==> src/design/tclsr_pkg.sv <==
// ---------------------------------------------------------------------------
// tclsr_pkg
// Shared constants, types and helpers for the text command LED status
// responder.
// ---------------------------------------------------------------------------
package tclsr_pkg;

	localparam int LINE_MAX_DEF = 32;

	localparam int DT_W = 10;
	localparam logic [DT_W-1:0] DEBOUNCE_RST = 10'd50;
	localparam logic [DT_W-1:0] TICK_SAT     = 10'd1023;

	localparam logic MODE_BYTE = 1'b0;
	localparam logic MODE_TICK = 1'b1;

	localparam int HEAD_LEN = 7;

	localparam int IDX_W = 6;
	localparam logic [IDX_W-1:0] IDX_LAST = 6'd32;

	localparam logic [7:0] CH_TAB   = 8'd9;
	localparam logic [7:0] CH_LF    = 8'd10;
	localparam logic [7:0] CH_VT    = 8'd11;
	localparam logic [7:0] CH_FF    = 8'd12;
	localparam logic [7:0] CH_CR    = 8'd13;
	localparam logic [7:0] CH_SPACE = 8'h20;

	typedef struct packed {
		logic       status;
		logic [3:0] leds;
		logic [1:0] btns;
	} tx_job_t;

	function automatic logic is_blank(input logic [7:0] c);
		return (c == CH_SPACE) || (c == CH_TAB) || (c == CH_VT) || (c == CH_FF);
	endfunction

	function automatic logic [7:0] bit_char(input logic b);
		return {7'b0011000, b};
	endfunction

	// Character idx of "S:L1:x,L2:x,L3:x,L4:x,B1:x,B2:x" CR LF
	function automatic logic [7:0] status_char(input logic [IDX_W-1:0] idx,
		input logic [3:0] leds, input logic [1:0] btns);
		logic [7:0] ch;
		case (idx)
			6'd0:  ch = "S";
			6'd1:  ch = ":";
			6'd2:  ch = "L";
			6'd3:  ch = "1";
			6'd4:  ch = ":";
			6'd5:  ch = bit_char(leds[0]);
			6'd6:  ch = ",";
			6'd7:  ch = "L";
			6'd8:  ch = "2";
			6'd9:  ch = ":";
			6'd10: ch = bit_char(leds[1]);
			6'd11: ch = ",";
			6'd12: ch = "L";
			6'd13: ch = "3";
			6'd14: ch = ":";
			6'd15: ch = bit_char(leds[2]);
			6'd16: ch = ",";
			6'd17: ch = "L";
			6'd18: ch = "4";
			6'd19: ch = ":";
			6'd20: ch = bit_char(leds[3]);
			6'd21: ch = ",";
			6'd22: ch = "B";
			6'd23: ch = "1";
			6'd24: ch = ":";
			6'd25: ch = bit_char(btns[0]);
			6'd26: ch = ",";
			6'd27: ch = "B";
			6'd28: ch = "2";
			6'd29: ch = ":";
			6'd30: ch = bit_char(btns[1]);
			6'd31: ch = CH_CR;
			6'd32: ch = CH_LF;
			default: ch = 8'd0;
		endcase
		return ch;
	endfunction

endpackage

==> src/design/tclsr_line.sv <==
// ---------------------------------------------------------------------------
// tclsr_line
// Line assembler and command decoder. Tracks the trimmed line as it arrives
// (head characters, trimmed length) so that LF decodes combinationally.
// ---------------------------------------------------------------------------
module tclsr_line #(
	parameter int LINE_MAX = tclsr_pkg::LINE_MAX_DEF
) (
	input  logic       clk,
	input  logic       arst_n,
	input  logic       fire,
	input  logic [7:0] rx_byte,
	output logic       answer,
	output logic [3:0] leds_d
);

	localparam int LW = $clog2(LINE_MAX + 1);
	localparam logic [LW-1:0] LEN_FULL = LW'(LINE_MAX);
	localparam logic [LW-1:0] HEAD_END = LW'(tclsr_pkg::HEAD_LEN);

	logic [LW-1:0] len_q;
	logic          long_q;
	logic [LW-1:0] rel_q;
	logic [LW-1:0] nlen_q;
	logic [3:0]    leds_q;
	logic [7:0]    head_q [tclsr_pkg::HEAD_LEN];

	logic          is_lf, is_cr, blank, room, keep;
	logic [LW-1:0] rel_inc;
	logic          prefix, status_word, digit_ok, led_on, led_cmd;
	logic [1:0]    digit;

	always_comb begin
		is_lf   = (rx_byte == tclsr_pkg::CH_LF);
		is_cr   = (rx_byte == tclsr_pkg::CH_CR);
		blank   = tclsr_pkg::is_blank(rx_byte);
		room    = (len_q != LEN_FULL);
		// leading blanks are dropped: count only once the line has started
		keep    = room && ((rel_q != '0) || !blank);
		rel_inc = rel_q + LW'(1);

		prefix = (nlen_q >= LW'(3)) && (head_q[0] == "L") && (head_q[1] == "E")
			&& (head_q[2] == "D");
		status_word = (nlen_q == LW'(6)) && (head_q[0] == "S") && (head_q[1] == "T")
			&& (head_q[2] == "A") && (head_q[3] == "T") && (head_q[4] == "U")
			&& (head_q[5] == "S");
		digit_ok = (head_q[3] >= "1") && (head_q[3] <= "4");
		digit    = head_q[3][1:0] - 2'd1;
		led_on   = (nlen_q == LW'(7)) && (head_q[5] == "O") && (head_q[6] == "N");
		led_cmd  = prefix && (nlen_q >= LW'(7)) && digit_ok;

		answer = fire && is_lf && !long_q && (prefix || status_word);
		leds_d = leds_q;
		if (fire && is_lf && !long_q && led_cmd) begin
			leds_d[digit] = led_on;
		end
	end

	always_ff @(posedge clk or negedge arst_n) begin
		if (!arst_n) begin
			len_q  <= '0;
			long_q <= 1'b0;
			rel_q  <= '0;
			nlen_q <= '0;
			leds_q <= '0;
		end else if (fire) begin
			leds_q <= leds_d;
			if (is_lf) begin
				len_q  <= '0;
				long_q <= 1'b0;
				rel_q  <= '0;
				nlen_q <= '0;
			end else if (!is_cr) begin
				if (room) begin
					len_q <= len_q + LW'(1);
				end else begin
					long_q <= 1'b1;
				end
				if (keep) begin
					rel_q <= rel_inc;
					if (!blank) begin
						nlen_q <= rel_inc;
					end
				end
			end
		end
	end

	always_ff @(posedge clk) begin
		if (fire && !is_lf && !is_cr && keep && (rel_q < HEAD_END)) begin
			head_q[rel_q[2:0]] <= rx_byte;
		end
	end

endmodule

==> src/design/tclsr_debounce.sv <==
// ---------------------------------------------------------------------------
// tclsr_debounce
// Two-button debouncer counting stable millisecond ticks per button.
// ---------------------------------------------------------------------------
module tclsr_debounce (
	input  logic                        clk,
	input  logic                        arst_n,
	input  logic                        fire,
	input  logic [1:0]                  pins,
	input  logic [tclsr_pkg::DT_W-1:0]  debounce_ticks,
	output logic [1:0]                  btns_d
);

	logic [tclsr_pkg::DT_W-1:0] cnt_q [2];
	logic [tclsr_pkg::DT_W-1:0] cnt_n [2];
	logic [1:0]                 prev_q;
	logic [1:0]                 deb_q;
	logic [1:0]                 reading;

	always_comb begin
		for (int i = 0; i < 2; i++) begin
			reading[i] = ~pins[i];
			if (reading[i] != prev_q[i]) begin
				cnt_n[i] = '0;
			end else if (cnt_q[i] != tclsr_pkg::TICK_SAT) begin
				cnt_n[i] = cnt_q[i] + tclsr_pkg::DT_W'(1);
			end else begin
				cnt_n[i] = cnt_q[i];
			end
			btns_d[i] = (fire && (cnt_n[i] > debounce_ticks)) ? reading[i] : deb_q[i];
		end
	end

	always_ff @(posedge clk or negedge arst_n) begin
		if (!arst_n) begin
			cnt_q[0] <= '0;
			cnt_q[1] <= '0;
			prev_q   <= '0;
			deb_q    <= '0;
		end else if (fire) begin
			cnt_q[0] <= cnt_n[0];
			cnt_q[1] <= cnt_n[1];
			prev_q   <= reading;
			deb_q    <= btns_d;
		end
	end

endmodule

==> src/design/tclsr_tx.sv <==
// ---------------------------------------------------------------------------
// tclsr_tx
// Result register and status line sequencer: holds one result, or steps
// through the 33 characters of a status answer.
// ---------------------------------------------------------------------------
module tclsr_tx (
	input  logic                 clk,
	input  logic                 arst_n,
	input  logic                 load,
	input  tclsr_pkg::tx_job_t   job,
	output logic                 free,
	input  logic                 out_ready,
	output logic                 out_valid,
	output logic                 tx_valid,
	output logic [7:0]           tx_byte,
	output logic                 last,
	output logic [3:0]           led_levels,
	output logic [1:0]           buttons_pressed
);

	logic                        busy_q;
	logic                        status_q;
	logic [tclsr_pkg::IDX_W-1:0] idx_q;
	logic [3:0]                  leds_q;
	logic [1:0]                  btns_q;

	assign out_valid       = busy_q;
	assign tx_valid        = status_q;
	assign tx_byte         = status_q ? tclsr_pkg::status_char(idx_q, leds_q, btns_q) : 8'd0;
	assign last            = !status_q || (idx_q == tclsr_pkg::IDX_LAST);
	assign led_levels      = leds_q;
	assign buttons_pressed = btns_q;
	assign free            = !busy_q || (out_ready && last);

	always_ff @(posedge clk or negedge arst_n) begin
		if (!arst_n) begin
			busy_q   <= 1'b0;
			status_q <= 1'b0;
			idx_q    <= '0;
		end else if (load) begin
			busy_q   <= 1'b1;
			status_q <= job.status;
			idx_q    <= '0;
		end else if (busy_q && out_ready) begin
			if (last) begin
				busy_q <= 1'b0;
			end else begin
				idx_q <= idx_q + tclsr_pkg::IDX_W'(1);
			end
		end
	end

	always_ff @(posedge clk) begin
		if (load) begin
			leds_q <= job.leds;
			btns_q <= job.btns;
		end
	end

endmodule

==> src/design/text_command_led_status_responder.sv <==
// Flow: an accepted item is registered in the input register, then loaded
// into the output register once that register is free.
// Throughput: one item per cycle while results are taken; a status answer
// occupies the output register for 33 results, so input stalls once the
// input register is full. Reset: LEDs off, buttons released, line empty,
// debounce threshold 50; no clearing pass.
// ---------------------------------------------------------------------------
// text_command_led_status_responder
// Text command responder: builds lines from received bytes, sets LEDs and
// answers with a status line; debounces two buttons on millisecond ticks.
// ---------------------------------------------------------------------------
module text_command_led_status_responder #(
	parameter int LINE_MAX = tclsr_pkg::LINE_MAX_DEF
) (
	input  logic                        clk,
	input  logic                        arst_n,
	input  logic                        cfg_wr_en,
	input  logic [tclsr_pkg::DT_W-1:0]  cfg_wr_data,
	input  logic                        in_valid,
	output logic                        in_ready,
	input  logic                        mode,
	input  logic [7:0]                  rx_byte,
	input  logic [1:0]                  button_pins,
	output logic                        out_valid,
	input  logic                        out_ready,
	output logic                        tx_valid,
	output logic [7:0]                  tx_byte,
	output logic                        last,
	output logic [3:0]                  led_levels,
	output logic [1:0]                  buttons_pressed
);

	logic [tclsr_pkg::DT_W-1:0] dt_q;
	logic                       valid_s1;
	logic                       mode_s1;
	logic [7:0]                 byte_s1;
	logic [1:0]                 pins_s1;

	logic               tx_free, fire_s1, byte_fire, tick_fire, answer;
	logic [3:0]         leds_d;
	logic [1:0]         btns_d;
	tclsr_pkg::tx_job_t job;

	assign in_ready  = !valid_s1 || tx_free;
	assign fire_s1   = valid_s1 && tx_free;
	assign byte_fire = fire_s1 && (mode_s1 == tclsr_pkg::MODE_BYTE);
	assign tick_fire = fire_s1 && (mode_s1 == tclsr_pkg::MODE_TICK);

	always_comb begin
		job.status = answer;
		job.leds   = leds_d;
		job.btns   = btns_d;
	end

	always_ff @(posedge clk or negedge arst_n) begin
		if (!arst_n) begin
			dt_q <= tclsr_pkg::DEBOUNCE_RST;
		end else if (cfg_wr_en) begin
			dt_q <= cfg_wr_data;
		end
	end

	always_ff @(posedge clk or negedge arst_n) begin
		if (!arst_n) begin
			valid_s1 <= 1'b0;
		end else if (in_ready) begin
			valid_s1 <= in_valid;
		end
	end

	always_ff @(posedge clk) begin
		if (in_valid && in_ready) begin
			mode_s1 <= mode;
			byte_s1 <= rx_byte;
			pins_s1 <= button_pins;
		end
	end

	tclsr_line #(
		.LINE_MAX(LINE_MAX)
	) u_line (
		.clk     (clk),
		.arst_n  (arst_n),
		.fire    (byte_fire),
		.rx_byte (byte_s1),
		.answer  (answer),
		.leds_d  (leds_d)
	);

	tclsr_debounce u_debounce (
		.clk            (clk),
		.arst_n         (arst_n),
		.fire           (tick_fire),
		.pins           (pins_s1),
		.debounce_ticks (dt_q),
		.btns_d         (btns_d)
	);

	tclsr_tx u_tx (
		.clk             (clk),
		.arst_n          (arst_n),
		.load            (fire_s1),
		.job             (job),
		.free            (tx_free),
		.out_ready       (out_ready),
		.out_valid       (out_valid),
		.tx_valid        (tx_valid),
		.tx_byte         (tx_byte),
		.last            (last),
		.led_levels      (led_levels),
		.buttons_pressed (buttons_pressed)
	);

	// hold a waiting item in the input register until the output side frees
	a_s1_hold: assert property (@(posedge clk) disable iff (!arst_n)
		valid_s1 && !tx_free |=> valid_s1)
		else $error("input register lost a waiting item");

	// a status burst runs on until its final LF
	a_burst_cont: assert property (@(posedge clk) disable iff (!arst_n)
		out_valid && tx_valid && !last && out_ready |=> out_valid && tx_valid)
		else $error("status burst ended early");

	// input stalls while a burst is mid-way and the input register is full
	a_burst_stall: assert property (@(posedge clk) disable iff (!arst_n)
		out_valid && tx_valid && !last && valid_s1 |-> !in_ready)
		else $error("item accepted over a running burst");

	// no item is dropped: a held result that is not taken stays pending unchanged
	a_no_drop: assert property (@(posedge clk) disable iff (!arst_n)
		out_valid && !out_ready |=> out_valid && $stable(tx_byte) && $stable(last))
		else $error("pending result changed");

endmodule

==> config.mk <==
export PLATFORM = sky130hd
export DESIGN_NAME = text_command_led_status_responder
export DESIGN_NICKNAME = d
export VERILOG_FILES = /design/src/design/tclsr_pkg.sv /design/src/design/tclsr_line.sv /design/src/design/tclsr_debounce.sv /design/src/design/tclsr_tx.sv /design/src/design/text_command_led_status_responder.sv
export SDC_FILE = /design/constraint.sdc
export NUM_CORES = 1
export LEC_CHECK = 0
export BUFFER_PORTS_ARGS = -buffer_cell sky130_fd_sc_hd__buf_2
export CAP_MARGIN = 20
export CORE_AREA = 2 2 113 115
export DETAILED_ROUTE_END_ITERATION = 10
export DIE_AREA = 0 0 115 117
export PLACE_DENSITY = 0.78
export SETUP_SLACK_MARGIN = 0.4
export SLEW_MARGIN = 20
export SYNTH_ARGS = -nofsm -noshare
export SYNTH_HDL_FRONTEND = slang
export SYNTH_SLANG_ARGS = --single-unit
==> constraint.sdc <==
create_clock -name clk -period 3.7 [get_ports clk]
set_input_delay 0.37 -clock clk [delete_from_list [all_inputs] [get_ports clk]]
set_output_delay 0.37 -clock clk [all_outputs]
set_load 0.1 [all_outputs]
==> out/metrics.cfg, run 1 <==
[synthesis]
yosys.cell_types.count = 70
syn-num-nets = 711
ys_warn_count = 0
synth.most_common_cell = edfxtp_1
synth_edf_count = 73
synth_ff_type = edfxtp_1
synthArstFlopShare = 0.4748
yosys.area.top_type = edfxtp_1
synth_area_sq_mm = 0.007229
synth_common_cells = 73 x edfxtp_1, 63 x dfrtp_1, 53 x nand2_1
ys_seq_area_frac = 0.5322
ys_seq_elements = 139
synthTopCellsByArea = edfxtp_1 30%, dfrtp_1 22%, ha_1 5.2%, o21ai_0 3.1%, nand2_1 2.8%
avgSynthCellArea_sq_um = 11.04
netlist.area_leader.share = 0.3032
syn_inst = 655

[sta]
rsz0062_at_grt = false
final_max_slew_viol_count = 0
min_period_ps = 3178
finalHoldViolCount = 0
min_period_over_period = 0.8589
worst_slew_pin_slew_ps = 878.3
worst_slack_ps = 522.2
clock_skew_ps = 8.241
setup_tns_ps = 0
fmax_mhz = 314.7
slew_headroom = 0.4145
setup_viol = 0

[critical_path]
path_buf_inv = 1
worstSetupPathType = reg2out
reg2reg_from = u_debounce.cnt_q[0]
critPathSlowestCell = dfrtp_1
start_kind = register
r2r_slack_ps = 630
critPathMaxStageDelay_ps = 920
arrival_ps = 2810
crit_required_ps = 3330
end_kind = output pin
reg2reg_to = u_tx.buttons_pressed[1]
critPathTopFamily = flip-flops
timing.critical_path.cells = nand2_1 -> a311o_1 -> a31o_2 -> o21a_1 -> a21oi_2 -> buf_2
cp_max_fo = 27
r2r_cells = 11

[pwr]
p_switching_mw = 1.280
power.share.clock = 0.379
p_comb_frac = 0.154
switching_share = 0.3023
p_per_area_mw_per_mm2 = 515.5
leakagePower_nw = 3.285
power_frac_seq = 0.467
ir_drop_mv = 0.3677
intPower_mw = 2.955
finalPower_mw = 4.236

[die]
core-area_sq_mm = 0.01231
pin_count = 44
die_x_um = 115
start_util = 0.5872
die_h_um = 117
fp-row-count = 41
dieArea_sq_mm = 0.01346

[final_layout]
nets = 759
finalNonFillerCells = 866
diodes = 0
final_util = 0.6674
drive_above_1_share = 0.1732
areaGrowthSynthToFinish_pct = 13.66

[routing]
ant_nets = 0
vias_per_cell = 6.214
vias = 5381
drc = 0
wl_met3_um = 856
met2_length_um = 7882
top_layer_used = met4
routedWlPerCell_um = 18.26
routed_wl_um = 15810
drt-met1-wl_um = 6644
first_pass_iters = 5
drt_iter0_markers = 614

[min_path]
min_delay_worst_endpoint = mode_s1
holdPathStages = 1
hp-class = in2reg
hold_start = mode

[placed_design]
port_buffers = 42
pre_cts_slack_ps = 561.9
gp_congestion = 0.8835
hpwl_um = 11100
place_inst = 833

[clock_tree]
tritoncts = done
clockRootBuffer = clkbuf_16
cts_num_sinks = 139
post_cts_buffers = 0
clkSlewWorstSetupHoldPaths_ps = 60
clk_latency_ps = 430
numCtsBuffers = 17
clk_path_buf_depth = 2
h-tree-depth = 4

[grt]
grt_pass1_vias = 5345
grt-ovfl-total = 0
grt_usage = 0.2524
antenna_found_initial = 0
grt_pass1_wl_um = 25820
grt_start_max_net_pins = 44

[flow_run]
maxCapViolations = 0

[run_status]
status = completed

## kinds of logic after synthesis
family,count (synthesis),share of synthesized area
XOR/XNOR,23,0.02786
adder cells (fa/ha/maj),30,0.05192
flip-flops,139,0.5322
buffers and inverters,49,0.02959
AO/OA/AOI/OAI,139,0.1232
AND/OR/NAND/NOR,242,0.1866
other,1,0.0005187
multiplexers,32,0.04811
## cell type report
cell class                 instances  area (sq um)
timing repair buffer              52         290.3
multi-input combinational        467          3228
sequential                       139          3847
inverter                          26         97.59
fill                             875          4095
clock buffer                      18         439.2
tap                              150         187.7
clock inverter                    14         126.4
## flip-flops by register name, summed over array words and instances, names as in the netlist
name and count:
byte_s1 8, dt_q 10, mode_s1 1, pins_s1 2, u_debounce.cnt_q 20, u_debounce.deb_q 2, u_debounce.prev_q 2, u_line.head_q 56
u_line.leds_q 4, u_line.len_q 6, u_line.long_q 1, u_line.nlen_q 6, u_line.rel_q 6, u_tx.buttons_pressed 2, u_tx.idx_q 6, u_tx.led_levels 4
u_tx.out_valid 1, u_tx.tx_valid 1, valid_s1 1
## per-stage QoR
stage	instance area [sq um]	hold slack, ps
floorplan	7272	74.41
CTS	8187	97.03
global placement	7621	470.0
global route	8217	91.83
detailed placement	7621	476.1
finish	8217	113.7
## power by group through the flow
stage                     Sequential [mW]  Clock (mW)  Combinational, mW
after floorplan                      1.98           0              0.436
after global placement               1.98           0              0.606
after detailed placement             2.00           0              0.647
after CTS                            1.97        1.62              0.654
after global routing                 2.00        1.69              0.731
final                                1.98        1.60              0.654
## what timing repair did
| action | in CTS | in global routing |
|---|---|---|
| endpoints found under the setup margin | 0 | 5 |
| endpoints found under the hold margin | 0 | 39 |
| resized for setup | 0 | 3 |
| hold buffers | 0 | 1 |
## per-layer routing
| layer | track usage | vias to the layer above |
|---|---|---|
| li1 | - | 2549 |
| met1 | 0.3073 | 2604 |
| met2 | 0.4278 | 188 |
| met3 | 0.05819 | 40 |
| met4 | 0.1229 | 0 |
| met5 | 0 | - |
## how the worst max path moves through the flow
| stage | startpoint | to | slack [ps] | depth (start not counted) |
|---|---|---|---|---|
| 2_1_floorplan | u_tx.idx_q[0] | byte_s1[0] | 500 | 7 |
| 3_3_place_gp | u_debounce.cnt_q[10] | u_tx.buttons_pressed[0] | 690 | 12 |
| 3_5_place_dp | u_debounce.cnt_q[10] | u_tx.buttons_pressed[0] | 560 | 12 |
| 4_1_cts | u_tx.idx_q[0] | in_ready | 520 | 7 |
| 5_1_grt | u_tx.idx_q[3] | tx_byte[5] | 410 | 6 |
| 6_report | u_tx.idx_q[3] | tx_byte[5] | 520 | 6 |
## cells in the final DEF, fill, tap and decap left out, types with 12 or more instances in the layout
cell / count
o21ai_0: 44
edfxtp_1: 73
nand2b_1: 13
mux2_2: 14
nand3_1: 23
nor3_1: 12
dfrtp_1: 63
nand4_1: 21
a21oi_1: 29
buf_2: 41
inv_1: 26
xnor2_1: 16
ha_1: 29
nor2_1: 45
clkbuf_16: 17
nand2_1: 53
Power figures use the tool's default switching activity.
==> run 2: changes to the inputs <==
--- a/config.mk
+++ b/config.mk
@@ -9,4 +9,5 @@
 export CAP_MARGIN = 20
 export CORE_AREA = 2 2 113 115
+export CTS_CLUSTER_SIZE = 10
 export DETAILED_ROUTE_END_ITERATION = 10
 export DIE_AREA = 0 0 115 117
==> constraint.sdc (replaced) <==
create_clock -name clk -period 3.7 [get_ports clk]
set_input_delay 0.185 -clock clk [delete_from_list [all_inputs] [get_ports clk]]
set_output_delay 0.185 -clock clk [all_outputs]
set_load 0.1 [all_outputs]
==> run 2 against run 1 <==
  * Via count up 2.2%
  * Clock power about the same
  * Global-route usage up 0.33 points
  * Hold slack better by 13 ps
  * Combinational power up 1%
  * First-iteration DRC count up 4.4%
  * Critical path type is now reg2reg
==> out/metrics.cfg, run 2 (synthesis gave the netlist of run 1 again) <==
[grt]
grt_pass1_wl_um = 26320  ; +2.0%
antenna_found_initial = 0  ; unchanged
grt_pass1_vias = 5298  ; -0.88%
grt_start_max_net_pins = 39  ; -11%
grt-ovfl-total = 0  ; unchanged
grt_usage = 0.2557  ; +0.003309

[pwr]
switching_share = 0.2909  ; -0.01142
p_per_area_mw_per_mm2 = 502.3  ; -2.6%
p_comb_frac = 0.156  ; +0.002
leakagePower_nw = 3.358  ; +2.2%
finalPower_mw = 4.233  ; about the same
ir_drop_mv = 0.3646  ; -0.85%
p_switching_mw = 1.231  ; -3.8%
intPower_mw = 3.002  ; +1.6%
power.share.clock = 0.377  ; -0.002
power_frac_seq = 0.467  ; about the same

[routing]
vias = 5498  ; +2.2%
ant_nets = 0  ; unchanged
routedWlPerCell_um = 18.06  ; -1.1%
top_layer_used = met4
met2_length_um = 7923  ; +0.52%
wl_met3_um = 888  ; +3.7%
drc = 0  ; unchanged
vias_per_cell = 6.191  ; -0.36%
drt-met1-wl_um = 6948  ; +4.6%
drt_iter0_markers = 641  ; +4.4%
first_pass_iters = 6  ; +1
routed_wl_um = 16040  ; +1.4%

[clock_tree]
cts_num_sinks = 139  ; unchanged
post_cts_buffers = 0  ; unchanged
clockRootBuffer = clkbuf_16
clkSlewWorstSetupHoldPaths_ps = 60  ; about the same
clk_latency_ps = 420  ; about the same
tritoncts = done
h-tree-depth = 4  ; unchanged
clk_path_buf_depth = 2  ; unchanged
numCtsBuffers = 17  ; unchanged

[critical_path]
crit_path_frequent_cell = a21oi_1
r2r_cells = 8  ; -3
path_buf_inv = 0  ; -1
r2r_slack_ps = 530  ; -100 ps
start_kind = register
critPathSlowestCell = xnor2_1
arrival_ps = 3330  ; +520 ps
timing.critical_path.cells = xnor2_1 -> a21oi_1 -> ha_1 -> a21oi_1 -> a2bb2oi_1 -> o31ai_1 -> o311ai_1 -> mux2i_1
critPathCapture = u_tx.buttons_pressed[1]
critPathMaxStageDelay_ps = 750  ; -170 ps
cp-startpoint = pins_s1[1]
end_kind = register
reg2reg_from = pins_s1[1]
crit_cells = 8  ; +2
crit_required_ps = 3850  ; +520 ps
cp_max_fo = 11  ; -59%
reg2reg_to = u_tx.buttons_pressed[1]
critPathTopFamily = compound AO/OA/AOI/OAI gates
worstSetupPathType = reg2reg

[sta]
rsz0062_at_grt = true
clock_skew_ps = 8.614  ; +0.3735 ps
setup_viol = 0  ; unchanged
finalHoldViolCount = 0  ; unchanged
slew_headroom = 0.3615  ; -0.05301
worst_slew_pin_slew_ps = 951.0  ; +72.68 ps
worst_slack_ps = 525.8  ; +3.674 ps
min_period_over_period = 0.8579  ; -0.0009930
fmax_mhz = 315.0  ; +0.12%
final_max_slew_viol_count = 0  ; unchanged
min_period_ps = 3174  ; -3.674 ps
setup_tns_ps = 0  ; unchanged

[placed_design]
hpwl_um = 10830  ; -2.5%
dpl_cell_area_sq_mm = 0.007617  ; about the same
pre_cts_slack_ps = 482.0  ; -79.90 ps
gp_congestion = 0.8949  ; +1.3%
port_buffers = 42  ; unchanged

[die]
core-area_sq_mm = 0.01231  ; unchanged
start_util = 0.5872  ; unchanged
die_h_um = 117  ; unchanged
dieArea_sq_mm = 0.01346  ; unchanged
fp-row-count = 41  ; unchanged
pin_count = 44  ; unchanged
die_x_um = 115  ; unchanged

[final_layout]
areaGrowthSynthToFinish_pct = 16.56
final_area_sq_mm = 0.008427  ; +2.6%
reg_top3 = u_line.head_q: 56 flops, u_debounce.cnt_q: 20 flops, dt_q: 10 flops
largest_register_ff_count = 56  ; unchanged
nets = 781  ; +2.9%
final_util = 0.6845  ; +0.01707
regMostFlops = u_line.head_q
drive_above_1_share = 0.1653  ; -0.007873
layout_common_cells = 73 x edfxtp_1, 63 x dfrtp_1, 53 x nand2_1
nFillCells = 857  ; -2.1%
diodes = 0  ; unchanged
layout_commonest_cell = edfxtp_1

[flow_run]
maxCapViolations = 0  ; unchanged

[run_status]
status = completed

[min_path]
hp-class = in2reg

[run 2: cell count changes in the layout (fill, tap and decap cells not counted), moves of 4 or more]
cell	change
clkinvlp_4	+4
inv_8	-4
inv_6	-4
dlygate4sd3_1	+22
[run 2: layer usage]
layer  GRT usage  vias up
met5           0        -
met4     0.09558        0
met3     0.04686       32
met2      0.4298      217
met1      0.3349     2656
li1            -     2593
[run 2: area by class of cell]
| class | count | area (sq um) | share of cell area |
|---|---|---|---|
| Inverter | 26 | 97.59 | 0.01158 |
| Multi-Input combinational cell | 467 | 3223 | 0.3825 |
| Timing Repair Buffer | 74 | 508.0 | 0.06028 |
| Sequential cell | 139 | 3847 | 0.4566 |
| Clock buffer | 19 | 442.9 | 0.05256 |
| Tap cell | 150 | 187.7 | 0.02227 |
| Clock inverter | 13 | 120.1 | 0.01425 |
[run 2: tightest hold or removal path: cells and delay by family]
kind	cells	cell delay (ps)
buf+inv	1	190
simple gates	1	90
compound gates	1	70
[run 2: how the worst min path moves through the flow]
stage / start / end / slack, ps / cells past startpoint
floorplan: arst_n / dt_q[0] / -110 / 0
global placement: arst_n / u_debounce.cnt_q[5] / 240 / 1
detailed placement: arst_n / u_debounce.cnt_q[4] / 250 / 1
CTS: cfg_wr_en / dt_q[5] / 100 / 3
global route: cfg_wr_en / dt_q[1] / 170 / 3
finish: cfg_wr_en / dt_q[5] / 130 / 3
[run 2: repair_timing]
item / 4_1_cts / 5_1_grt
hold endpoints to repair: 50 / 0
endpoints found under the setup margin: 0 / 19
gates resized for setup: 0 / 4
hold buffers: 23 / 0
[run 2: power groups by stage]
stage	Combinational (mW)	Sequential [mW]	Clock, mW
after floorplan	0.436	1.98	0
after global placement	0.598	1.98	0
after detailed placement	0.627	2.00	0
after CTS	0.653	1.97	1.61
after global routing	0.747	2.00	1.67
final	0.662	1.98	1.59
[run 2: metrics by stage]
stage	cells	hold WS, ps
finish	888	126.3
global route	888	172.0
CTS	888	98.43
detailed placement	833	245.9
global placement	833	237.8
floorplan	655	-110.6
